`src/sv/assert_macros.svh`:
```
// ----------------------------------------------------------------------------
// Assertion macros
// Shared concurrent assertion forms, sampled on clk and disabled in reset.
// ----------------------------------------------------------------------------
`ifndef ASSERT_MACROS_SVH
`define ASSERT_MACROS_SVH

// Same-cycle implication
`define ASSERT_IMPLIES(lbl, ante, cons) \
    lbl: assert property (@(posedge clk) disable iff (!rst_n) (ante) |-> (cons)) \
        else $error("assertion failed");

// Next-cycle implication
`define ASSERT_NEXT(lbl, ante, cons) \
    lbl: assert property (@(posedge clk) disable iff (!rst_n) (ante) |=> (cons)) \
        else $error("assertion failed");

`endif

```
`src/sv/emac_pkg.sv`:
```
// ----------------------------------------------------------------------------
// emac_pkg
// Types and constants of the eye monitor align calibration sequencer.
// ----------------------------------------------------------------------------
`timescale 1ns / 1ps

package emac_pkg;

    // Sequencer steps, coded as reported on step_phase
    typedef enum logic [2:0] {
        SEQ_IDLE  = 3'd0,
        SEQ_OFST  = 3'd1,
        SEQ_CHIGH = 3'd2,
        SEQ_CLOW  = 3'd3,
        SEQ_FINE  = 3'd4,
        SEQ_DONE  = 3'd5
    } emac_seq_t;

    // Configuration register indexes
    localparam logic [1:0] CFG_RUN_OFST = 2'd0;
    localparam logic [1:0] CFG_SPEED    = 2'd1;
    localparam logic [1:0] CFG_UI_CODES = 2'd2;
    localparam logic [1:0] CFG_RATE_SEL = 2'd3;

    // Pass flag bit positions
    localparam int F_DAC    = 0;
    localparam int F_COARSE = 1;
    localparam int F_FEDGE  = 2;
    localparam int F_DATA   = 3;

    localparam logic [3:0]  OFST_MID      = 4'h8;
    localparam logic [3:0]  OFST_MAX      = 4'hf;
    localparam logic [3:0]  PAT_A         = 4'ha;
    localparam logic [3:0]  PAT_B         = 4'h5;
    localparam logic [15:0] COARSE_LIM_LO = 16'd20;
    localparam logic [15:0] COARSE_LIM_HI = 16'd128;
    localparam logic [15:0] FINE_MULT     = 16'd68;

    typedef struct packed {
        logic       run_offset_cal;
        logic [2:0] rx_speed_div;
        logic [7:0] ui_pi_codes;
        logic       rate_slot;
    } emac_cfg_t;

    // Sequencer state apart from the phase code
    typedef struct packed {
        emac_seq_t   seq;
        logic [3:0]  offset_code;
        logic [3:0]  dir_history;
        logic [15:0] sample_count;
        logic        pd_select;
        logic [3:0]  pass_flags;
        logic        done_flag;
    } emac_state_t;

endpackage

```
`src/sv/eye_monitor_align_calibration.sv`:
```
// ----------------------------------------------------------------------------
// eye_monitor_align_calibration
// Align calibration sequencer: offset DAC, coarse and fine phase search.
// ----------------------------------------------------------------------------
// Usage:
//   s_axis carries one beat per comparator sample: tuser is the mode (1 starts
//   a new run, 0 is a sample) and tdata[0] the comparator output. Each
//   accepted beat produces exactly one m_axis beat with the settings and
//   status after that sample (DAC code, phase code and strobe, pd select,
//   pass flags, done, step).
//   The cfg channel writes a register (index, data); cfg_ready is always high
//   and writes are meant for idle periods only.
//   The result beat appears in the cycle after its input beat is accepted.
//   Throughput is one beat per cycle unless m_axis stalls: the whole step is
//   one pass of logic from the sequencer state registers into the result register.
//   While m_axis is stalled the result register holds and s_axis_tready
//   drops; a beat is still taken in the cycle the result is accepted.
//   Reset clears the sequencer to idle, DAC code to mid scale, flags and
//   stored phases to zero and the registers to their defaults.
// ----------------------------------------------------------------------------
`timescale 1ns / 1ps
`include "assert_macros.svh"

module eye_monitor_align_calibration #(
    parameter int COARSE_STEP = 8,
    parameter int PHASE_WIDTH = 7
) (
    input  logic                clk,
    input  logic                rst_n,
    // input stream
    input  logic                s_axis_tvalid,
    output logic                s_axis_tready,
    input  logic [7:0]          s_axis_tdata,   // [0] cmp_out
    input  logic                s_axis_tuser,   // [0] mode
    // result stream
    output logic                m_axis_tvalid,
    input  logic                m_axis_tready,
    // ofst_dac, ofst_cal_en, phase_code, phase_strobe, pd_sel, dac_pass,
    // coarse_pass, fine_edge_pass, data_pass, done_res, step_phase
    output logic [((15 + PHASE_WIDTH + 7) / 8) * 8 - 1:0] m_axis_tdata,
    // configuration writes
    input  logic                cfg_valid,
    output logic                cfg_ready,
    input  logic [1:0]          cfg_index,
    input  logic [7:0]          cfg_data
);

    localparam int RES_W = 15 + PHASE_WIDTH;
    localparam int OUT_W = ((RES_W + 7) / 8) * 8;

    emac_pkg::emac_cfg_t    cfg_reg;
    emac_pkg::emac_state_t  st_reg;
    emac_pkg::emac_state_t  st_next;
    logic [PHASE_WIDTH-1:0] phase_reg;
    logic [PHASE_WIDTH-1:0] phase_next;
    logic [PHASE_WIDTH-1:0] saved_rate0_reg;
    logic [PHASE_WIDTH-1:0] saved_rate1_reg;
    logic                   strobe;
    logic                   save_en;
    logic                   ofst_cal_en;
    logic [2:0]             step_code;
    logic                   in_accept;
    logic                   out_valid_reg;
    logic [OUT_W-1:0]       res_reg;
    logic [OUT_W-1:0]       res_next;
    logic [PHASE_WIDTH-1:0] res_phase;
    logic                   res_strobe;
    logic                   start_beat;
    logic                   ignored_beat;

    assign cfg_ready     = 1'b1;
    assign in_accept     = s_axis_tvalid && s_axis_tready;
    assign s_axis_tready = !out_valid_reg || m_axis_tready;
    assign m_axis_tvalid = out_valid_reg;
    assign m_axis_tdata  = res_reg;

    // Configuration registers
    always_ff @(posedge clk or negedge rst_n)
    begin
        if (!rst_n)
        begin
            cfg_reg.run_offset_cal <= 1'b0;
            cfg_reg.rx_speed_div   <= 3'd0;
            cfg_reg.ui_pi_codes    <= 8'd1;
            cfg_reg.rate_slot      <= 1'b0;
        end
        else if (cfg_valid && cfg_ready)
        begin
            case (cfg_index)
                emac_pkg::CFG_RUN_OFST: cfg_reg.run_offset_cal <= cfg_data[0];
                emac_pkg::CFG_SPEED:    cfg_reg.rx_speed_div   <= cfg_data[2:0];
                emac_pkg::CFG_UI_CODES: cfg_reg.ui_pi_codes    <= cfg_data;
                emac_pkg::CFG_RATE_SEL: cfg_reg.rate_slot      <= cfg_data[0];
                default:                cfg_reg                <= cfg_reg;
            endcase
        end
    end

    emac_step #(
        .COARSE_STEP (COARSE_STEP),
        .PHASE_WIDTH (PHASE_WIDTH)
    ) u_step (
        .mode        (s_axis_tuser),
        .cmp_out     (s_axis_tdata[0]),
        .cfg         (cfg_reg),
        .st_q        (st_reg),
        .ph_q        (phase_reg),
        .st_d        (st_next),
        .ph_d        (phase_next),
        .strobe      (strobe),
        .save_en     (save_en),
        .ofst_cal_en (ofst_cal_en),
        .step_code   (step_code)
    );

    // Sequencer state, advanced once per input beat
    always_ff @(posedge clk or negedge rst_n)
    begin
        if (!rst_n)
        begin
            st_reg.seq          <= emac_pkg::SEQ_IDLE;
            st_reg.offset_code  <= emac_pkg::OFST_MID;
            st_reg.dir_history  <= '0;
            st_reg.sample_count <= '0;
            st_reg.pd_select    <= 1'b0;
            st_reg.pass_flags   <= '0;
            st_reg.done_flag    <= 1'b0;
            phase_reg           <= '0;
            saved_rate0_reg     <= '0;
            saved_rate1_reg     <= '0;
        end
        else if (in_accept)
        begin
            st_reg    <= st_next;
            phase_reg <= phase_next;
            if (save_en && cfg_reg.rate_slot)
            begin
                saved_rate1_reg <= phase_next;
            end
            if (save_en && !cfg_reg.rate_slot)
            begin
                saved_rate0_reg <= phase_next;
            end
        end
    end

    // Result packing
    always_comb
    begin
        res_next = OUT_W'({
            step_code,
            st_next.done_flag,
            st_next.pass_flags[emac_pkg::F_DATA],
            st_next.pass_flags[emac_pkg::F_FEDGE],
            st_next.pass_flags[emac_pkg::F_COARSE],
            st_next.pass_flags[emac_pkg::F_DAC],
            st_next.pd_select,
            strobe,
            phase_next,
            ofst_cal_en,
            st_next.offset_code
        });
    end

    // Result register
    always_ff @(posedge clk or negedge rst_n)
    begin
        if (!rst_n)
        begin
            out_valid_reg <= 1'b0;
        end
        else if (in_accept)
        begin
            out_valid_reg <= 1'b1;
        end
        else if (m_axis_tready)
        begin
            out_valid_reg <= 1'b0;
        end
    end

    always_ff @(posedge clk)
    begin
        if (in_accept)
        begin
            res_reg <= res_next;
        end
    end

    // Checks
    assign res_phase    = res_reg[4 + PHASE_WIDTH:5];
    assign res_strobe   = res_reg[5 + PHASE_WIDTH];
    assign start_beat   = in_accept && s_axis_tuser;
    assign ignored_beat = in_accept && !s_axis_tuser &&
                          (st_reg.seq == emac_pkg::SEQ_IDLE ||
                           st_reg.seq == emac_pkg::SEQ_DONE);

    `ASSERT_IMPLIES(a_done_flag, st_reg.seq == emac_pkg::SEQ_DONE, st_reg.done_flag)
    `ASSERT_NEXT(a_start_phase, start_beat, m_axis_tvalid && (res_phase == '0) && !res_strobe)
    `ASSERT_NEXT(a_idle_hold, ignored_beat, $stable(phase_reg) && !res_strobe)

endmodule

```
`src/sv/emac_step.sv`:
```
// ----------------------------------------------------------------------------
// emac_step
// Next-state logic of the sequencer for one comparator beat.
// ----------------------------------------------------------------------------
`timescale 1ns / 1ps

module emac_step #(
    parameter int COARSE_STEP = 8,
    parameter int PHASE_WIDTH = 7
) (
    input  logic                    mode,
    input  logic                    cmp_out,
    input  emac_pkg::emac_cfg_t     cfg,
    input  emac_pkg::emac_state_t   st_q,
    input  logic [PHASE_WIDTH-1:0]  ph_q,
    output emac_pkg::emac_state_t   st_d,
    output logic [PHASE_WIDTH-1:0]  ph_d,
    output logic                    strobe,
    output logic                    save_en,
    output logic                    ofst_cal_en,
    output logic [2:0]              step_code
);

    localparam logic [PHASE_WIDTH-1:0] PH_STEP = PHASE_WIDTH'(COARSE_STEP);
    localparam logic [PHASE_WIDTH-1:0] PH_ONE  = PHASE_WIDTH'(1);

    logic [15:0] coarse_lim;
    logic [15:0] fine_lim;

    assign coarse_lim = (cfg.rx_speed_div == 3'd0) ? emac_pkg::COARSE_LIM_LO
                                                   : emac_pkg::COARSE_LIM_HI;
    assign fine_lim   = 16'(cfg.ui_pi_codes) * emac_pkg::FINE_MULT;

    // Next state
    always_comb
    begin
        logic stop;
        stop    = 1'b0;
        st_d    = st_q;
        ph_d    = ph_q;
        strobe  = 1'b0;
        save_en = 1'b0;
        if (mode)
        begin
            // start beat: clear flags, enter offset or coarse step
            st_d.done_flag    = 1'b0;
            st_d.pass_flags   = '0;
            st_d.dir_history  = '0;
            st_d.pd_select    = 1'b0;
            ph_d              = '0;
            if (cfg.run_offset_cal)
            begin
                st_d.offset_code = emac_pkg::OFST_MID;
                st_d.seq         = emac_pkg::SEQ_OFST;
            end
            else
            begin
                st_d.sample_count = '0;
                st_d.seq          = emac_pkg::SEQ_CHIGH;
            end
        end
        else
        begin
            case (st_q.seq)
                emac_pkg::SEQ_OFST:
                begin
                    if (cmp_out)
                    begin
                        st_d.offset_code = st_q.offset_code + 4'd1;
                        st_d.dir_history = {st_q.dir_history[2:0], 1'b1};
                    end
                    else
                    begin
                        st_d.offset_code = st_q.offset_code - 4'd1;
                        st_d.dir_history = {st_q.dir_history[2:0], 1'b0};
                    end
                    if (st_d.dir_history == emac_pkg::PAT_A ||
                        st_d.dir_history == emac_pkg::PAT_B)
                    begin
                        st_d.pass_flags[emac_pkg::F_DAC] = 1'b1;
                        stop = 1'b1;
                    end
                    else if (st_d.offset_code == 4'd0 ||
                             st_d.offset_code == emac_pkg::OFST_MAX)
                    begin
                        // rail hit: back to mid code
                        st_d.offset_code = emac_pkg::OFST_MID;
                        stop = 1'b1;
                    end
                    if (stop)
                    begin
                        st_d.sample_count = '0;
                        st_d.dir_history  = '0;
                        st_d.pd_select    = 1'b0;
                        ph_d              = '0;
                        st_d.seq          = emac_pkg::SEQ_CHIGH;
                    end
                end
                emac_pkg::SEQ_CHIGH:
                begin
                    st_d.sample_count = st_q.sample_count + 16'd1;
                    if (!cmp_out)
                    begin
                        st_d.dir_history = '0;
                        st_d.seq         = emac_pkg::SEQ_CLOW;
                    end
                    else
                    begin
                        st_d.dir_history = 4'd1;
                        ph_d   = ph_q + PH_STEP;
                        strobe = 1'b1;
                        if (st_d.sample_count >= coarse_lim)
                        begin
                            st_d.seq = emac_pkg::SEQ_CLOW;
                        end
                    end
                end
                emac_pkg::SEQ_CLOW:
                begin
                    st_d.sample_count = st_q.sample_count + 16'd1;
                    if (cmp_out)
                    begin
                        if (!st_q.dir_history[0])
                        begin
                            st_d.pass_flags[emac_pkg::F_COARSE] = 1'b1;
                            st_d.dir_history  = '0;
                            st_d.sample_count = '0;
                            st_d.seq          = emac_pkg::SEQ_FINE;
                        end
                        else
                        begin
                            stop = 1'b1;
                        end
                    end
                    else
                    begin
                        ph_d   = ph_q + PH_STEP;
                        strobe = 1'b1;
                        if (st_d.sample_count >= coarse_lim)
                        begin
                            stop = 1'b1;
                        end
                    end
                    if (stop)
                    begin
                        save_en        = 1'b1;
                        st_d.pd_select = 1'b0;
                        st_d.done_flag = 1'b1;
                        st_d.seq       = emac_pkg::SEQ_DONE;
                    end
                end
                emac_pkg::SEQ_FINE:
                begin
                    if (!cmp_out)
                    begin
                        ph_d             = ph_q + PH_ONE;
                        st_d.dir_history = {st_q.dir_history[2:0], 1'b1};
                    end
                    else
                    begin
                        ph_d             = ph_q - PH_ONE;
                        st_d.dir_history = {st_q.dir_history[2:0], 1'b0};
                    end
                    strobe = 1'b1;
                    if (st_d.dir_history == emac_pkg::PAT_A ||
                        st_d.dir_history == emac_pkg::PAT_B)
                    begin
                        if (st_q.pd_select)
                        begin
                            st_d.pass_flags[emac_pkg::F_DATA] = 1'b1;
                            stop = 1'b1;
                        end
                        else
                        begin
                            // edge lock found, move on to data clock
                            st_d.pass_flags[emac_pkg::F_FEDGE] = 1'b1;
                            st_d.pd_select   = 1'b1;
                            st_d.dir_history = '0;
                        end
                    end
                    if (!stop)
                    begin
                        if (st_q.sample_count < fine_lim)
                        begin
                            st_d.sample_count = st_q.sample_count + 16'd1;
                        end
                        else
                        begin
                            stop = 1'b1;
                        end
                    end
                    if (stop)
                    begin
                        save_en        = 1'b1;
                        st_d.pd_select = 1'b0;
                        st_d.done_flag = 1'b1;
                        st_d.seq       = emac_pkg::SEQ_DONE;
                    end
                end
                default:
                begin
                    // idle or done: samples are ignored
                end
            endcase
        end
    end

    // Status outputs
    always_comb
    begin
        ofst_cal_en = (st_d.seq == emac_pkg::SEQ_OFST);
        step_code   = 3'(st_d.seq);
    end

endmodule
```
`config.mk`:
```
export PLATFORM = sky130hd
export DESIGN_NAME = eye_monitor_align_calibration
export DESIGN_NICKNAME = d
export VERILOG_FILES = /design/src/sv/emac_pkg.sv /design/src/sv/eye_monitor_align_calibration.sv /design/src/sv/emac_step.sv
export VERILOG_INCLUDE_DIRS = /design/src /design/src/sv
export SDC_FILE = /design/constraint.sdc
export NUM_CORES = 1
export LEC_CHECK = 0
export BUFFER_PORTS_ARGS = -buffer_cell sky130_fd_sc_hd__buf_2
export CORE_UTILIZATION = 28
export DETAILED_ROUTE_END_ITERATION = 16
export PLACE_DENSITY = 0.48
export SLEW_MARGIN = 5
export SYNTH_ARGS = -nofsm -noshare
export SYNTH_HDL_FRONTEND = slang
export SYNTH_SLANG_ARGS = --single-unit
```
`constraint.sdc`:
```
create_clock -name clk -period 3.6 [get_ports clk]
set_input_delay 0.18 -clock clk [delete_from_list [all_inputs] [get_ports clk]]
set_output_delay 0.18 -clock clk [all_outputs]
set_load 0.05 [all_outputs]
```
# --- Yosys cells after proc, flatten, opt, wreduce, memory -nomap -nowiden ---
# Cells that the tools add are included.
word_totals:
  latch_bits: 0
  mem_bits_ro: 0
  mem_count: 0
  mem_bits_rw: 0
  reg_bits: 74
  elab_cells: 133
  output_inout_bits: 27
op_classes:
  n_eq_ne: 18
  reduce_logical: 17
  n_mul: 1
  add_sub_neg: 6
  order_cmp: 2
  div: 0
  muxes: 74
  bitwise: 0
  shift: 0
ops:
  columns: ["op", "n"]
  rows:
  - ["case mux 20 bit (4 select lines)", 1]
  - ["2-to-1 mux 16 bit", 3]
  - ["2-to-1 mux 20 bit", 2]
  - ["2-to-1 mux 7 bit", 5]
  - ["2-to-1 mux 1 bit", 34]
  - ["2-to-1 mux 33 bit", 1]
  - ["2-to-1 mux 4 bit", 8]
  - ["2-to-1 mux 8 bit", 4]
  - ["case mux 7 bit (4 select lines)", 1]
  - ["2-to-1 mux 3 bit", 8]
  - ["2-to-1 mux 21 bit", 1]
  - ["adder 16 x 1 -> 16 bit (second input constant)", 1]
  - [">= comparator 16 bit", 1]
  - ["< comparator 16 x 15 -> 1 bit", 1]
  - ["multiplier 8 x 5 -> 13 bit (second input constant)", 1]
  - ["== test 4 bit (second input constant)", 3]
  - ["case mux 3 bit (4 select lines)", 1]
  - ["inequality test 3 bit (second input constant)", 3]
  - ["== test 4 x 3 -> 1 bit (second input constant)", 2]
  - ["adder 7 x 1 -> 7 bit (second input constant)", 1]
  - ["adder 7 x 4 -> 7 bit (second input constant)", 1]
  - ["subtractor 7 x 1 -> 7 bit (second input constant)", 1]
  - ["== test 3 x 1 -> 1 bit (second input constant)", 2]
  - ["== test 3 x 2 -> 1 bit (second input constant)", 2]
  - ["other kinds (22)", 30]

# --- Longest topological paths before layout ---
logic_depth:
  ltp_word: 15
  mapped_depth: 18

# --- By module ---
# A second synthesis with hierarchy kept.
hier_totals:
  cells_unflattened: 509
  area_unflattened_um2: 5472.7
modules_own_cells:
  columns: ["module", "instances", "seq_area_each_um2", "area_per_inst_um2", "cells_per_inst"]
  rows:
  - ["eye_monitor_align_calibration", 1, 2014.4, 2899.0, 146]
  - ["emac_step", 1, 0.0, 2573.7, 363]

# --- Least setup slack after synthesis ---
# No wires, ideal clock.
synth_timing:
  kind: "reg-to-reg"
  startpoint: "register cfg_reg[6] (netlist bit)"
  endpoint: "register st_reg[18] (netlist bit)"
  required_ps: 3463
  synth_period_minus_slack_ps: 3998
  setup_ps: 137
  setup_slack_ps: -398
  stages_incl_launch_ff: 19
  arrival_ps: 3861
  path_cell_list: "dfrtp_1 ha_1 ha_1 inv_1 fa_1 nor2b_1 o21ai_0 nand2b_1 nand3_1 xor2_1 ha_1 a21o_1 a22o_1 a2111oi_0 nor2_1 nor3_2 a22o_1 buf_2 o221ai_1"
synth_between:
  elab_chain_cells: 4
synth_lines:
  columns: ["item", "line", "source"]
  rows:
  - ["start: declaration", "eye_monitor_align_calibration.sv:51", "emac_pkg::emac_cfg_t cfg_reg;"]
  - ["start signal: assignment", "eye_monitor_align_calibration.sv:94", "default: cfg_reg <= cfg_reg;"]
  - ["multiplier 8 x 5 -> 13 bit", "emac_step.sv:32", "assign fine_lim = 16'(cfg.ui_pi_codes) * emac_pkg::FINE_MULT;"]
  - ["< comparator 16 x 15 -> 1 bit", "emac_step.sv:183", "if (st_q.sample_count < fine_lim)"]
  - ["inequality test 3 x 2 -> 1 bit (no line)", null, null]
  - ["AND reduction 6 bit (no line)", null, null]
  - ["end signal: assignment", "eye_monitor_align_calibration.sv:134", "st_reg <= st_next;"]
  - ["end: declaration", "eye_monitor_align_calibration.sv:52", "emac_pkg::emac_state_t st_reg;"]
# Every way passes these cells.
# A chain may end at the register's enable or synchronous reset.

# --- Worst setup path in the final report ---
layout_timing:
  startpoint: "register cfg_reg[6] (netlist bit)"
  endpoint: "register st_reg[8] (netlist bit)"
# Same word-level chain as after synthesis.

==> qor.yml <==
clock_network:
  clkTransAtPathRegs_ps: 70
  cts.sinks: 74
  cts_buffers: 9
  clockBufferDepth: 2
  htreeDepth: 3
  clk-insertion-delay-late_ps: 350
  clockRootBuffer: "clkbuf_16"
  cts_tree: "yes"
routing:
  ant_nets: 0
  drtPass1Iterations: 5
  via_per_inst: 5.11
  routed_wl_um: 13600
  dr_total_vias: 4309
  drc: 0
  drt_iter0_drc: 283
  wl_per_cell_um: 16.1
  wl_met1_um: 6270
  routed.top_layer: "met4"
  routed-wl-met3_um: 441
  dr_wl_met2_um: 6780
timing:
  finalCriticalPeriod_ps: 3560
  fin_crit_sh: 0.988
  hold_viol_final: 0
  max_freq_ghz: 0.281
  rsz0062_at_grt: "yes"
  max_slew_margin: 0.508
  setup_viol: 0
  clock_skew_ps: 10.2
  worst_slew_pin_slew_ps: 736
  slew_viol_final: 0
  setup_tns_ps: 0
grt:
  first_global_vias: 4194
  grt_pass1_wl_um: 21900
  track_usage: 0.151
  grt_max_degree: 43
  grt-ovfl-total: 0
  antenna_found_initial: 0
yosys:
  syn_inst: 554
  synth_edf_count: 22
  synthFlopType: "dfrtp_1"
  synth.distinct_cells: 64
  avgSynthCellArea_um2: 9.28
  ys_ff_latch: 74
  yosysSeqAreaShare: 0.382
  synth_warnings: 0
  async_flop_share: 0.703
  netlist_area_um2: 5140
setup_path:
  cp-end-kind: "flop"
  critical_path_peak_fanout: 7
  crit_type: "reg -> reg"
  startpoint_type: "flop"
  critPathArrivalTime_ps: 3770
  critPathRequiredTime_ps: 3810
floorplanning:
  core_area_um2: 18000
  die_h_um: 137
  fp-row-count: 49
  initial_core_util: 0.286
  die_w_um: 137
  dieArea_um2: 18900
  design.portCount: 51
placement:
  dp_cells: 823
  place_hpwl_um: 9620
  place_congestion: 0.873
  dpl_cell_area_um2: 5760
  port_buffers: 40
layout:
  area_delta_synth_final_pct: 20.8
  diodes: 0
  largest_register_ffs: 32
  drive_above_1_share: 0.237
  nets: 671
  stdcell_count: 844
  utilization: 0.346
  final_area_um2: 6210
job:
  max-cap-violations: 0
power:
  report.power.total_mw: 4.66
  p_per_area_nw_per_um2: 751
  peakVddDrop_uv: 278
  p_leak_nw: 2.76
min_path:
  hp-class: "in -> reg"
outcome:
  status: "completed"
-- kinds of logic (layout without fill, tap and decap cells) --
family,after synthesis,count (layout),share of synthesized area
simple gates,197,197,0.198
fa+ha+maj,37,37,0.0945
compound gates,129,129,0.172
mux,28,28,0.0587
other cells,2,3,0.00146
flops,74,74,0.382
buf+inv,62,122,0.0509
xor+xnor,25,25,0.0426
-- layout make-up --
cell class | instances | area [um2]
Tap cell | 229 | 287
Inverter | 31 | 116
Sequential cell | 74 | 1960
Fill cell | 1840 | 11800
Timing Repair Buffer | 75 | 512
Clock buffer | 9 | 225
Multi-Input combinational cell | 419 | 3040
Clock inverter | 7 | 70.1
-- synthesized netlist by cell type, types with 7 or more instances --
master,instances,area [um2]
nand2_1,56,210
dfrtp_1,50,1250
nor2_1,37,139
ha_1,34,425
inv_1,31,116
a21oi_1,30,150
edfxtp_1,22,661
o21ai_0,22,110
nand3_1,21,105
mux2_2,17,191
nand2b_1,14,87.6
nor3_1,14,70.1
xnor2_1,14,123
clkbuf_1,13,48.8
a21o_1,11,82.6
mux2i_1,11,110
xor2_1,11,96.3
and3_1,9,56.3
nand4_1,9,56.3
o211ai_1,9,67.6
a22o_1,8,70.1
a31oi_1,8,50.1
nor2b_1,8,50.1
o221ai_1,7,61.3
-- final timing paths --
check / from / cells past startpoint / to / slack (ps)
max: cfg_reg[6] / 18 / st_reg[8] / 40
min: s_axis_tvalid / 2 / m_axis_tvalid / 50
max reg2reg: cfg_reg[6] / 18 / st_reg[8] / 40
min reg2reg: st_reg[2] / 2 / st_reg[2] / 490
max in group asynchronous: rst_n / 3 / cfg_reg[1] / 2320
min in group asynchronous: rst_n / 2 / st_reg[32] / 380
-- timing repair --
action / 4_1_cts / 5_1_grt
hold buffers: 1 / 0
gates resized for setup: 4 / 21
endpoints found under the setup margin: 21 / 22
hold endpoints to repair: 20 / 0
cloned: 0 / 1
buffers inserted: 1 / 2
pin swaps: 6 / 6
-- stage by stage --
| step | setup slack, ps | hold slack, ps |
|---|---|---|
| floorplan | -70.2 | -116 |
| global placement | -78.5 | 240 |
| detailed placement | -114 | 243 |
| CTS | 2.17 | 40.4 |
| global route | -165 | 69.7 |
| finish | 42.2 | 46.9 |
-- critical path, cell delays in order, from the launching register on --
cell and delay, ps:
dfrtp_1 410, ha_4 290, ha_4 130, inv_2 30, fa_2 340, nor2b_1 120, o21ai_1 70, nand2b_1 110
nand3_2 80, xor2_1 150, ha_1 280, a21o_1 180, a22o_1 250, a2111oi_4 210, nor2_1 100, nor3_2 190
a22o_2 240, buf_12 140, o221ai_1 100
-- per-layer routing --
metal  GRT usage  vias up
met2       0.254       70
met1       0.195     2105
li1            -     2127
met4      0.0385        0
met3      0.0309        7
met5           0        -
-- power breakdown --
| group | internal [mW] | switching, mW |
|---|---|---|
| registers | 1.11 | 0.318 |
| logic | 0.982 | 1.34 |
| clock network | 0.535 | 0.375 |
-- cell usage in the layout (no fill, tap or decap), types with 4 or more instances in the layout --
cell,Yosys,routed
nand2b_1,14,14
clkbuf_16,0,10
a21o_1,11,11
xnor2_1,14,14
ha_1,34,31
nor2b_1,8,8
nand3_2,2,6
dfrtp_1,50,50
inv_1,31,30
nor3_1,14,14
nor4_1,5,5
mux2i_1,11,10
nand3_1,21,17
edfxtp_1,22,22
mux2_2,17,16
or2_2,5,5
a31oi_1,8,8
buf_2,5,40
a21oi_1,30,28
o221ai_1,7,6
o21ai_0,22,18
o21ai_1,1,4
o211ai_1,9,9
and3_1,9,9
xor2_1,11,11
nor2_1,37,37
buf_4,5,30
nand4_1,9,9
nand2_1,56,55
a22o_1,8,7
Note: power is estimated with default switching activity, not from simulation.
